--- config.mk ---
export PLATFORM = sky130hd
export DESIGN_NAME = ses_cell
export DESIGN_NICKNAME = d
export VERILOG_FILES = /design/src/ses_pkg.sv /design/src/ses_cell.sv
export SDC_FILE = /design/constraint.sdc
export NUM_CORES = 1
export LEC_CHECK = 0
export ABC_AREA = 1
export CAP_MARGIN = 10
export CORE_MARGIN = 5
export CORE_UTILIZATION = 50
export CTS_CLUSTER_SIZE = 24
export DETAILED_ROUTE_END_ITERATION = 8
export DONT_BUFFER_PORTS = 1
export RECOVER_POWER = 100
export SLEW_MARGIN = 40
export SYNTH_ARGS = -nofsm -noshare
export SYNTH_HDL_FRONTEND = slang
export SYNTH_SLANG_ARGS = --single-unit
--- constraint.sdc ---
create_clock -name clock -period 1.7 [get_ports clock]
set_clock_uncertainty 0.2 [all_clocks]
set_input_delay 0.34 -clock clock [delete_from_list [all_inputs] [get_ports clock]]
set_output_delay 0.34 -clock clock [all_outputs]
set_load 0.1 [all_outputs]
--- src/ses_pkg.sv ---
// ses_pkg: shared types, constants and the gray weight tables of the sobel edge stream
// no dependencies; compiled first

package ses_pkg;

   // pixel and result field widths
   localparam int COLOR_W    = 8;
   localparam int GRAY_W     = 8;
   localparam int ROW_W      = 16;
   localparam int COL_OUT_W  = 10;
   localparam int REG_WIDTH_W  = 11;
   localparam int REG_HEIGHT_W = 16;

   // configuration port geometry
   localparam int CSR_ADDR_W = 3;
   localparam int CSR_DATA_W = 32;

   // register reset values and frame limits
   localparam logic [REG_WIDTH_W-1:0]  WIDTH_RESET  = 11'd640;
   localparam logic [REG_HEIGHT_W-1:0] HEIGHT_RESET = 16'd480;
   localparam int MIN_DIM = 3;

   // window geometry and output clamp
   localparam int WIN_COLS = 3;
   localparam logic [GRAY_W-1:0] EDGE_MAX = 8'hFF;

   // luma weights in units of 1/10000
   localparam int unsigned WEIGHT_SCALE = 10000;
   localparam int unsigned WEIGHT_B = 722;
   localparam int unsigned WEIGHT_G = 7152;
   localparam int unsigned WEIGHT_R = 2126;

   // register codes, selected by the word address bit
   typedef enum logic {
      REG_WIDTH  = 1'b0,
      REG_HEIGHT = 1'b1
   } csr_reg_type;

   // one column of the 3x3 window
   typedef struct packed {
      logic [GRAY_W-1:0] top;
      logic [GRAY_W-1:0] mid;
      logic [GRAY_W-1:0] bot;
   } column_type;

   // one line store entry: two rows back and one row back
   typedef struct packed {
      logic [GRAY_W-1:0] older;
      logic [GRAY_W-1:0] newer;
   } line_pair_type;

   // result bookkeeping that travels with a pixel down the pipe
   typedef struct packed {
      logic                 emit;
      logic [ROW_W-1:0]     row;
      logic [COL_OUT_W-1:0] column;
      logic                 last;
   } stage_meta_type;

   // truncated weighted channel value for every 8-bit code, built at elaboration
   function automatic logic [255:0][GRAY_W-1:0] weight_table(input int unsigned weight);
      logic [255:0][GRAY_W-1:0] t;
      for (int i = 0; i < 256; i++) begin
         t[i] = GRAY_W'((i * weight) / WEIGHT_SCALE);
      end
      return t;
   endfunction

   localparam logic [255:0][GRAY_W-1:0] GRAY_B_TABLE = weight_table(WEIGHT_B);
   localparam logic [255:0][GRAY_W-1:0] GRAY_G_TABLE = weight_table(WEIGHT_G);
   localparam logic [255:0][GRAY_W-1:0] GRAY_R_TABLE = weight_table(WEIGHT_R);

endpackage

--- src/ses_cell.sv ---
// ses_cell: one window column cell, takes its neighbor's column on every shift
// depends on ses_pkg for column_type

module ses_cell import ses_pkg::*; (
   input  logic       clock,
   input  logic       reset,
   input  logic       shift_en,
   input  column_type col_in,
   output column_type col_out
);

   column_type col_ff;

   // column register, cleared to zero gray at reset
   always_ff @(posedge clock) begin
      if (reset) begin
         col_ff <= '0;
      end else if (shift_en) begin
         col_ff <= col_in;
      end
   end

   assign col_out = col_ff;

endmodule

==> results list <==
* Run status: complete, no violations
- After technology mapping, the gate count stands at 152.
* Data required time at the worst endpoint: 1.16 ns
- Total wire length after detailed routing: 1900 um
- The die is 54.4 um tall.
- In this run the cell area measured after placement is 1160 um2.
* Slowest cell on the critical path: sky130_fd_sc_hd__dfxtp_1
- Critical path buffer and inverter count: 1
- Worst hold margin: 0.0122 ns
- Dividing the synthesized area by the synthesized cell count gives 6.48 um2.
* Remaining global-route overflow: 0
- Vias post-DR: 873
- The final-report max-slew violation count was 0.
- Dividing total power by cell area gives a power density of 1050 nW/um2.
- Post-CTS repair changed the size of 0 cells.
- Largest voltage drop on the vdd net: 0.615 mV
- Flip-flop count of the largest register after layout: 24
* X dimension of the die: 54.4 um
* Synth warnings: 0
- For the final routed database, the setup TNS stands at 0 ns.
- Setup Viol. Count Final: 0
- Net count of the finished layout: 209
- Boundary pin count: 51
- The first global-routing pass estimated 2980 um of wire.
- Residual DRC count: 0
- The mapped netlist covers 985 um2.
- The hold violation count in the final report is 0.
- Clock root buffer master: sky130_fd_sc_hd__clkbuf_4
- In this run the tightest slew margin relative to its limit is 64.9%.
- Global routing consumed, over all layers together, 14.1% of the routing resources.
- Setup CP Type: flop to output pin
- The floorplan step defined a die boundary enclosing 2960 um2.
- Entering global routing, the biggest net connects 48 pins.
- Fraction of layout cells with a size suffix above 1: 15.6%
- Ranking of synthesized cells by instance count: sky130_fd_sc_hd__nand2_1, sky130_fd_sc_hd__nor2_1, sky130_fd_sc_hd__inv_1
- DPL Wire Length: 1360 um
- Final period util: 90.2%
* Routed len/inst: 9.17 um
- Number of buffers added by the clock tree synthesis step: 3
* H-tree depth: 1
- The clock passes through at most 2 buffers.
- Clock-pin slew on the worst setup and hold paths: 0.12 ns
* Post CTS Setup Buffer Count: 0
- After synthesis, the netlist uses 7 different library cells.
* Sequence of cells on the critical path: clkbuf_4
- The via count of the first global-routing pass was 738.
- Clock latency on the worst-skew pair: 0.30 ns
- The largest total area in the synthesized netlist belongs to sky130_fd_sc_hd__dfxtp_1.
- Setup WS post-layout: 0.167 ns
* Post-placement setup slack: 0.415 ns
* Flop2flop setup slack: 0.43 ns
- Pre-antenna DRT Iters: 4
* Largest cells by area after synthesis: sky130_fd_sc_hd__dfxtp_1, sky130_fd_sc_hd__nand2_1, sky130_fd_sc_hd__nor2_1
- Share of Yosys cell area claimed by the top area cell type: 48.8%
- Post-synthesis sequential area ratio: 48.8%
- Data on the critical path arrives at its endpoint at 0.99 ns.
- The finished cells cover 1250 um2.
* Async set or reset register ratio after synthesis: 0%
* Clock Sink Count: 24
- In this run the worst hold path is classified as input pin to flop.
- TritonCTS built the clock tree.
- 0 antenna diodes ended up in the layout.
- Site Rows: 16
- At the pin with the least slew margin, the transition time is 0.527 ns.
- Maximum fanout encountered on the critical timing path: 2
- The number of antenna violations at the first check in global routing was 0.
- Critical path launch point type: flop
- IO buf count: 0
- F_max: 0.652 GHz
- At the end of routability-driven placement, the weighted congestion stood at 0.621.
- STA classifies the critical path endpoint as an output pin.
* Max-cap check violation count: 0
- Leakage component of the power: 0.000722 uW
* Number of flops mapped to enable cells by yosys: 0
* Hold bufs inserted after CTS: 7
- The number of nets in the synthesized netlist is 179.
- Among all flip-flop cells after synthesis, the most frequent one is sky130_fd_sc_hd__dfxtp_1.
- The kind of cell with the highest combined delay along the critical path is flip-flops.
- In the routed layout, each cell is associated on average with a via count of 4.22.
* Setup repair after global routing missed its margin: no
- Core region area: 1920 um2
* Violation count after the first detailed-route iteration: 14
- Count of fill cells added during filler insertion: 195
* Area growth, synth to finish: 27.4%
- Antenna viol nets, final: 0
- Starting density of the core: 51.2%
- CP peak stage delay: 0.36 ns
* Number of synthesized register bits: 24
- After layout, the minimum clock period comes to 1.53 ns.
==> power breakdown <==
part           internal [uW]  leakage (uW)  switching, uW
registers                601      0.000200           13.1
logic                   94.0      0.000509            366
clock network           82.7     0.0000138            154
total                    778      0.000722            534
==> final timing paths <==
check,depth (start not counted),endpoint,start
setup / recovery,1,col_out[13],col_out[13]
hold reg to reg,2,col_out[11],col_out[11]
setup reg to reg,3,col_out[18],col_out[18]
hold / removal,4,col_out[10],col_in[10]
==> metal layers <==
layer / wire length [um] / GRT usage, % / up-vias
met4: 28 / 7.47 / 0
li1: - / - / 484
met3: 186 / 4.09 / 4
met2: 916 / 23.9 / 32
met5: 0 / 0 / -
met1: 767 / 15.7 / 353
==> stage by stage <==
stage | utilization, % | total power [uW] | std cells
after detailed placement | 60.2 | 1070 | 197
final | 65.3 | 1310 | 207
after global placement | 60.2 | 1060 | 197
after CTS | 65.5 | 1340 | 207
after floorplan | - | 1010 | 152
after global routing | 65.3 | 1370 | 207
==> cell usage in the layout (no fill, tap or decap) <==
cell type,netlist,routed
sky130_fd_sc_hd__clkbuf_1,0,1
sky130_fd_sc_hd__inv_1,25,25
sky130_fd_sc_hd__nand2_1,48,48
sky130_fd_sc_hd__buf_12,0,1
sky130_fd_sc_hd__buf_4,1,7
sky130_fd_sc_hd__dfxtp_1,24,24
sky130_fd_sc_hd__dlygate4sd3_1,0,6
sky130_fd_sc_hd__clkbuf_4,0,20
sky130_fd_sc_hd__nor2_1,48,48
==> layout make-up <==
cell class / instances / area (um2) / share of cell area, %
multi-input combinational: 96 / 360 / 28.7
tap: 27 / 33.8 / 2.69
timing repair buffer: 32 / 264 / 21.0
clock buffer: 3 / 22.5 / 1.79
inverter: 25 / 93.8 / 7.48
sequential: 24 / 480 / 38.3
==> logic make-up after synthesis <==
group | Yosys count | share of synthesized area (%)
buffers and inverters | 32 | 14.6
DFF | 24 | 48.8
and+or+nand+nor | 96 | 36.6
Note: power is estimated with default switching activity, not from simulation.
