<file path="config.mk">
export PLATFORM = sky130hd
export DESIGN_NAME = ses_gradient
export DESIGN_NICKNAME = d
export VERILOG_FILES = /design/src/ses_pkg.sv /design/src/ses_gradient.sv
export SDC_FILE = /design/constraint.sdc
export NUM_CORES = 1
export LEC_CHECK = 0
export BUFFER_PORTS_ARGS = -buffer_cell sky130_fd_sc_hd__buf_2
export CAP_MARGIN = 20
export CORE_MARGIN = 8
export CORE_UTILIZATION = 45
export DETAILED_ROUTE_END_ITERATION = 6
export PLACE_DENSITY_LB_ADDON = 0.1
export SLEW_MARGIN = 30
export SYNTH_ARGS = -nofsm -noshare
export SYNTH_HDL_FRONTEND = slang
export SYNTH_SLANG_ARGS = --single-unit
</file>
<file path="constraint.sdc">
create_clock -name vclk -period 8.2
set_clock_uncertainty 0.1 [all_clocks]
set_input_delay 0.41 -clock vclk [all_inputs]
set_output_delay 0.41 -clock vclk [all_outputs]
set_load 0.01 [all_outputs]
</file>
<file path="src/ses_pkg.sv">
// ses_pkg: shared types, constants and the gray weight tables of the sobel edge stream
// no dependencies; compiled first

package ses_pkg;

   // pixel and result field widths
   localparam int COLOR_W    = 8;
   localparam int GRAY_W     = 8;
   localparam int ROW_W      = 16;
   localparam int COL_OUT_W  = 10;
   localparam int REG_WIDTH_W  = 11;
   localparam int REG_HEIGHT_W = 16;

   // configuration port geometry
   localparam int CSR_ADDR_W = 3;
   localparam int CSR_DATA_W = 32;

   // register reset values and frame limits
   localparam logic [REG_WIDTH_W-1:0]  WIDTH_RESET  = 11'd640;
   localparam logic [REG_HEIGHT_W-1:0] HEIGHT_RESET = 16'd480;
   localparam int MIN_DIM = 3;

   // window geometry and output clamp
   localparam int WIN_COLS = 3;
   localparam logic [GRAY_W-1:0] EDGE_MAX = 8'hFF;

   // luma weights in units of 1/10000
   localparam int unsigned WEIGHT_SCALE = 10000;
   localparam int unsigned WEIGHT_B = 722;
   localparam int unsigned WEIGHT_G = 7152;
   localparam int unsigned WEIGHT_R = 2126;

   // register codes, selected by the word address bit
   typedef enum logic {
      REG_WIDTH  = 1'b0,
      REG_HEIGHT = 1'b1
   } csr_reg_type;

   // one column of the 3x3 window
   typedef struct packed {
      logic [GRAY_W-1:0] top;
      logic [GRAY_W-1:0] mid;
      logic [GRAY_W-1:0] bot;
   } column_type;

   // one line store entry: two rows back and one row back
   typedef struct packed {
      logic [GRAY_W-1:0] older;
      logic [GRAY_W-1:0] newer;
   } line_pair_type;

   // result bookkeeping that travels with a pixel down the pipe
   typedef struct packed {
      logic                 emit;
      logic [ROW_W-1:0]     row;
      logic [COL_OUT_W-1:0] column;
      logic                 last;
   } stage_meta_type;

   // truncated weighted channel value for every 8-bit code, built at elaboration
   function automatic logic [255:0][GRAY_W-1:0] weight_table(input int unsigned weight);
      logic [255:0][GRAY_W-1:0] t;
      for (int i = 0; i < 256; i++) begin
         t[i] = GRAY_W'((i * weight) / WEIGHT_SCALE);
      end
      return t;
   endfunction

   localparam logic [255:0][GRAY_W-1:0] GRAY_B_TABLE = weight_table(WEIGHT_B);
   localparam logic [255:0][GRAY_W-1:0] GRAY_G_TABLE = weight_table(WEIGHT_G);
   localparam logic [255:0][GRAY_W-1:0] GRAY_R_TABLE = weight_table(WEIGHT_R);

endpackage

</file>
<file path="src/ses_gradient.sv">
// ses_gradient: sobel x and y kernels over the three window columns, |gx|+|gy| clamped
// depends on ses_pkg for column_type and EDGE_MAX

module ses_gradient import ses_pkg::*; (
   input  column_type        left_col,
   input  column_type        center_col,
   input  column_type        right_col,
   output logic [GRAY_W-1:0] edge_mag
);

   logic signed [11:0] lt, lm, lb, ct, cb, rt, rm, rb;
   logic signed [11:0] gx, gy;
   logic        [10:0] abs_x, abs_y;
   logic        [11:0] sum;

   // widen taps to signed
   assign lt = signed'(12'(left_col.top));
   assign lm = signed'(12'(left_col.mid));
   assign lb = signed'(12'(left_col.bot));
   assign ct = signed'(12'(center_col.top));
   assign cb = signed'(12'(center_col.bot));
   assign rt = signed'(12'(right_col.top));
   assign rm = signed'(12'(right_col.mid));
   assign rb = signed'(12'(right_col.bot));

   // left minus right, top minus bottom, center taps weighted two
   assign gx = lt + (lm <<< 1) + lb - rt - (rm <<< 1) - rb;
   assign gy = lt + (ct <<< 1) + rt - lb - (cb <<< 1) - rb;

   // magnitudes and clamp
   assign abs_x = 11'(gx[11] ? -gx : gx);
   assign abs_y = 11'(gy[11] ? -gy : gy);
   assign sum   = 12'(abs_x) + 12'(abs_y);
   assign edge_mag = (sum > 12'(EDGE_MAX)) ? EDGE_MAX : sum[GRAY_W-1:0];

endmodule

</file>
==> qor.yml, run 1 <==
run_status:
  status: "completed"
cells_and_area:
  fin_cells: 600
  fillerInstances: 747
  diodes: 0
  nClkBuffers: 0
  final_common_cell: "inv_1"
  design.seq.count: 0
  layout-drive-gt1-share_pct: 16.9
  area_delta_synth_final_pct: 14.2
  nNetsFinal: 672
  mostFrequentLayoutCells: "118 x inv_1, 72 x buf_2, 63 x fa_1"
  regArea_sq_um: 0
setup_path:
  path_class: "in -> out"
  cp_max_fo: 8
  required_ps: 7690
  worstPathArrival_ps: 6390
  worstSetupEndpointType: "output pin"
  start_kind: "input pin"
die:
  fp.dieW_um: 104
  die_height_um: 104
  ios: 80
  coreArea_sq_mm: 0.00765
  start_util_pct: 45.7
  die-area_sq_mm: 0.0108
  fp-row-count: 32
global_route:
  top_usage_layer: "met2"
  globalRouteMet1Util_pct: 17.8
  grt_pass1_wl_um: 13300
  track_usage_pct: 13.8
  grt_pass1_vias: 3204
  met2_usage_pct: 25.3
  grt_util_met3_pct: 0.991
  antenna_found_initial: 0
  grt_overflow: 0
  grt_max_degree: 9
hold_path:
  min_path_type: "in -> out"
route:
  viasPerCell: 4.96
  drtIter0Drc: 96
  ant_nets: 0
  wl_um: 7000
  num_vias: 2978
  drcViolationCount: 0
  dr.pass1.iters: 4
  wl_per_cell_um: 11.7
placement:
  pre_cts_ws_ps: 1350
  gp_congestion: 0.813
  place_inst: 600
  io_buffers: 72
  hpwl_um: 6560
sta:
  final_max_slew_viol_count: 0
  fmax_mhz: 145
  final_hold_viol_count: 0
  rsz0062_at_grt: "false"
  tightest_slew_ps: 786
  min_period_over_period_pct: 84.2
  setup_slack_ps: 1300
  finalSetupViolCount: 0
  tns_ps: 0
  relSlewSlack_pct: 47.3
  final_period_minus_worst_setup_slack_ps: 6900
yosys:
  synth_area_sq_mm: 0.00350
  synth_warnings: 0
  yosysTopAreaCellShare_pct: 36.1
  yosysSeqAreaShare_pct: 0
  syn_area_per_cell_sq_um: 8.23
  synth.distinct_cells: 53
  synth_top_area_cell: "fa_1"
  syn_nets: 597
  synth.area.top_cells: "fa_1 36%, ha_1 13%, inv_1 13%, xor2_1 3.5%, nor2_1 3.2%"
  syn_inst: 425
clock_network:
  holdBufCountCts: 0
  ctsResizeCount: 0
  postCtsSetupRepairBufs: 0
job:
  cap_violations: 0
worst paths after layout:
check	start	end	slack [ps]	cells after the start
setup / recovery	left_col[2]	edge_mag[6]	1300	20
hold / removal	right_col[1]	edge_mag[0]	1520	6
logic make-up (layout without fill, tap and decap cells):
group / Yosys count / in the layout / synth area share, %
buffers and inverters: 118 / 191 / 12.7
AOI/OAI and AO/OA: 73 / 73 / 14.9
adders and majority gates: 100 / 100 / 49.3
and+or+nand+nor: 102 / 102 / 14.8
muxes: 6 / 6 / 1.79
xor gates and xnor gates: 26 / 26 / 6.51
synth_stat cells, types with 2 or more instances:
cell	instances
nor4_1	4
fa_1	63
o2111ai_1	2
o21ai_0	8
nor3_1	8
nand3_1	7
o21a_1	3
nor2b_1	3
xor2_1	14
nand2_1	24
a211oi_1	9
and2_1	2
nor4b_1	2
a21o_1	9
xnor2_1	12
and3_1	4
mux2i_1	4
nor2_1	30
o22ai_1	2
nor3b_1	3
a21oi_1	16
o211ai_1	5
ha_1	37
mux2_2	2
o21ba_2	3
o311ai_0	3
inv_1	118
nand2b_1	3
worst max-delay path, cell delays in order:
cell and delay [ps]:
buf_2 110, inv_1 60, fa_1 500, fa_1 540
fa_1 570, fa_1 500, a21oi_2 260, a211oi_1 130
a211oi_1 680, o21ba_2 300, o21ai_0 160, fa_1 480
a211o_1 340, a211oi_1 480, nor2_1 110, o41ai_1 300
a211oi_1 80, buf_4 170, o21ai_0 70, buf_2 150
metrics by stage:
| stage | hold slack (ps) | utilization, % | instance area, sq um |
|---|---|---|---|
| floorplan | 1280 | - | 3500 |
| global placement | 1510 | 52.2 | 3990 |
| detailed placement | 1550 | 52.2 | 3990 |
| CTS | 1560 | 52.2 | 3990 |
| global route | 1630 | 52.2 | 3990 |
| finish | 1520 | 52.2 | 3990 |
area by class of cell:
class	instances	area [sq um]	share of cell area, %
Timing Repair Buffer	73	368	9.21
Multi-Input combinational cell	307	3050	76.5
Tap cell	102	128	3.20
Inverter	118	443	11.1
routing by layer:
metal / vias up / wire, um
met5: - / 0
met4: 0 / 44
met3: 4 / 181
met2: 49 / 3450
met1: 1402 / 3320
li1: 1523 / -
Power of run 1 is not shown: default switching activity piles up to over one toggle a cycle in this logic, so the estimate is an artifact.
==> run 2: changes to the inputs <==
ABC_AREA = 1   (was default)
clock period = 5.8 ns   (was 8.2 ns; I/O delays follow)
==> qor.yml, run 2 <==
yosys:
  synth_xor_xnor_area_share_pct: 4.61  # -1.9 points
  synth-compound-area-share_pct: 4.93  # -9.9 points
  synth.distinct_cells: 28  # -47%
  synth_area_sq_mm: 0.00380  # +8.8%
  synth.area.top_cells: "fa_1 33%, inv_1 16%, ha_1 12%, nand2_1 12%, nand3_1 7.9%"
  synth.area.mux_share_pct: 0  # -1.8 points
  synth_top_family_by_area: "adder cells"
  syn_nets: 734  # +23%
  synthSimpleGateAreaFrac_pct: 28.1  # +13 points
  yosysTopAreaCellShare_pct: 33.2  # -2.9 points
  synth_top_area_cell: "fa_1"
  yosysMostFrequentCell: "inv_1"
  syn_inst: 562  # +32%
  yosysSeqAreaShare_pct: 0  # unchanged
  synth_warnings: 0  # unchanged
  syn_area_per_cell_sq_um: 6.77  # -18%
  synth_fa_ha_area_share_pct: 45.3  # -4.0 points
  yosys-top-cells-count: "167 x inv_1, 121 x nand2_1, 63 x fa_1"
sta:
  fmax_mhz: 185
  tightest_slew_ps: 484  # -302 ps
  min_period_over_period_pct: 93.0
  relSlewSlack_pct: 67.4  # +20 points
  final_hold_viol_count: 0  # unchanged
  finalSetupViolCount: 0  # unchanged
  final_period_minus_worst_setup_slack_ps: 5390
  final_max_slew_viol_count: 0  # unchanged
  tns_ps: 0  # unchanged
cells_and_area:
  nClkBuffers: 0  # unchanged
  regArea_sq_um: 0  # unchanged
  nNetsFinal: 808  # +20%
  diodes: 0  # unchanged
  final_common_cell: "inv_1"
  area_delta_synth_final_pct: 13.7
  design.seq.count: 0  # unchanged
  layout-drive-gt1-share_pct: 16.6  # -0.31 points
  mostFrequentLayoutCells: "167 x inv_1, 121 x nand2_1, 72 x buf_2"
  fin_area_sq_mm: 0.00433  # +8.3%
  fin_cells: 739  # +23%
die:
  start_util_pct: 46.3  # +0.56 points
  fp-row-count: 33  # +3.1%
  die_height_um: 108  # +3.6%
  die-area_sq_mm: 0.0117  # +7.4%
  coreArea_sq_mm: 0.00822  # +7.4%
  ios: 80  # unchanged
  fp.dieW_um: 108  # +3.6%
route:
  num_vias: 3441  # +16%
  dr.pass1.iters: 4  # unchanged
  wl_um: 7930  # +13%
  drtIter0Drc: 112  # +17%
  viasPerCell: 4.66  # -6.2%
  wl_per_cell_um: 10.7  # -8.1%
  ant_nets: 0  # unchanged
  drcViolationCount: 0  # unchanged
placement:
  hpwl_um: 7520  # +15%
  place_inst: 739  # +23%
  place_area_sq_mm: 0.00430  # +7.6%
  gp_congestion: 0.837  # +3.0%
  io_buffers: 72  # unchanged
hold_path:
  worstHoldEndpoint: "edge_mag[0]"
  hold_depth: 6  # unchanged
  min_path_type: "in -> out"
  min-delay-start: "right_col[1]"
global_route:
  grt_pass1_vias: 3593  # +12%
  globalRouteMet1Util_pct: 18.5  # +0.69 points
  antenna_found_initial: 0  # unchanged
  grt_pass1_wl_um: 14700  # +10%
  top_usage_layer: "met2"
  met2_usage_pct: 27.5  # +2.2 points
  grt_util_met3_pct: 0.535  # -0.46 points
  grt_max_degree: 11  # +2
  track_usage_pct: 14.5  # +0.76 points
  grt_overflow: 0  # unchanged
setup_path:
  required_ps: 5410  # -2280 ps
  cpMostUsedCell: "nand2_1"
  worstSetupEndpointType: "output pin"
  cp_max_fo: 10  # +2
  path_class: "in -> out"
  worstPathArrival_ps: 5000  # -1390 ps
  cpPeakStageDelay_ps: 530  # -150 ps
  crit_slowest_cell: "fa_1"
  start_kind: "input pin"
run_status:
  status: "completed"
job:
  cap_violations: 0  # unchanged
clock_network:
  postCtsSetupRepairBufs: 0  # unchanged
[run 2: worst max-delay path, delay by kind of cell]
kind / cells / cell delay [ps]
xor+xnor: 1 / 150
fa+ha+maj: 6 / 2410
simple gates: 14 / 1640
buf+inv: 5 / 480
[run 2: cell families (layout without fill, tap and decap cells)]
| logic type | count (synthesis) | in the layout |
|---|---|---|
| buffers and inverters | 173 | 245 |
| AO/OA/AOI/OAI | 31 | 31 |
| XOR/XNOR | 20 | 20 |
| AND/OR/NAND/NOR | 238 | 238 |
| adder cells (fa/ha/maj) | 100 | 100 |
[run 2: worst max-delay path by stage]
stage	to	cells past startpoint	start	slack [ps]
global route	edge_mag[1]	28	left_col[16]	-2
detailed placement	edge_mag[4]	27	left_col[16]	180
global placement	edge_mag[4]	27	left_col[16]	290
CTS	edge_mag[4]	27	left_col[16]	160
finish	edge_mag[4]	26	left_col[0]	410
floorplan	edge_mag[2]	21	left_col[16]	890
[run 2: metal layers]
metal	vias up	wire length, um
met3	4	254
met1	1552	3670
met4	0	67
met2	63	3930
met5	-	0
li1	1822	-
[run 2: layout make-up]
class	count	area, sq um
fillers	856	3890
multi-input cells	389	3180
inverters	173	649
repair buffers	72	360
well taps	105	131
[run 2: per-stage QoR]
| stage | setup slack [ps] | hold slack (ps) | util (%) |
|---|---|---|---|
| 3_3_place_gp | 293 | 1250 | 52.3 |
| 2_1_floorplan | 892 | 1020 | - |
| 6_report | 408 | 1230 | 52.6 |
| 5_1_grt | -2.22 | 1320 | 52.6 |
| 4_1_cts | 162 | 1260 | 52.3 |
| 3_5_place_dp | 179 | 1250 | 52.3 |
[run 2: timing repair]
item | in CTS | in global routing
gates resized for setup | 0 | 9
hold buffers | 0 | 0
endpoints found under the setup margin | 0 | 8
Power of run 2 is left out for the same reason.
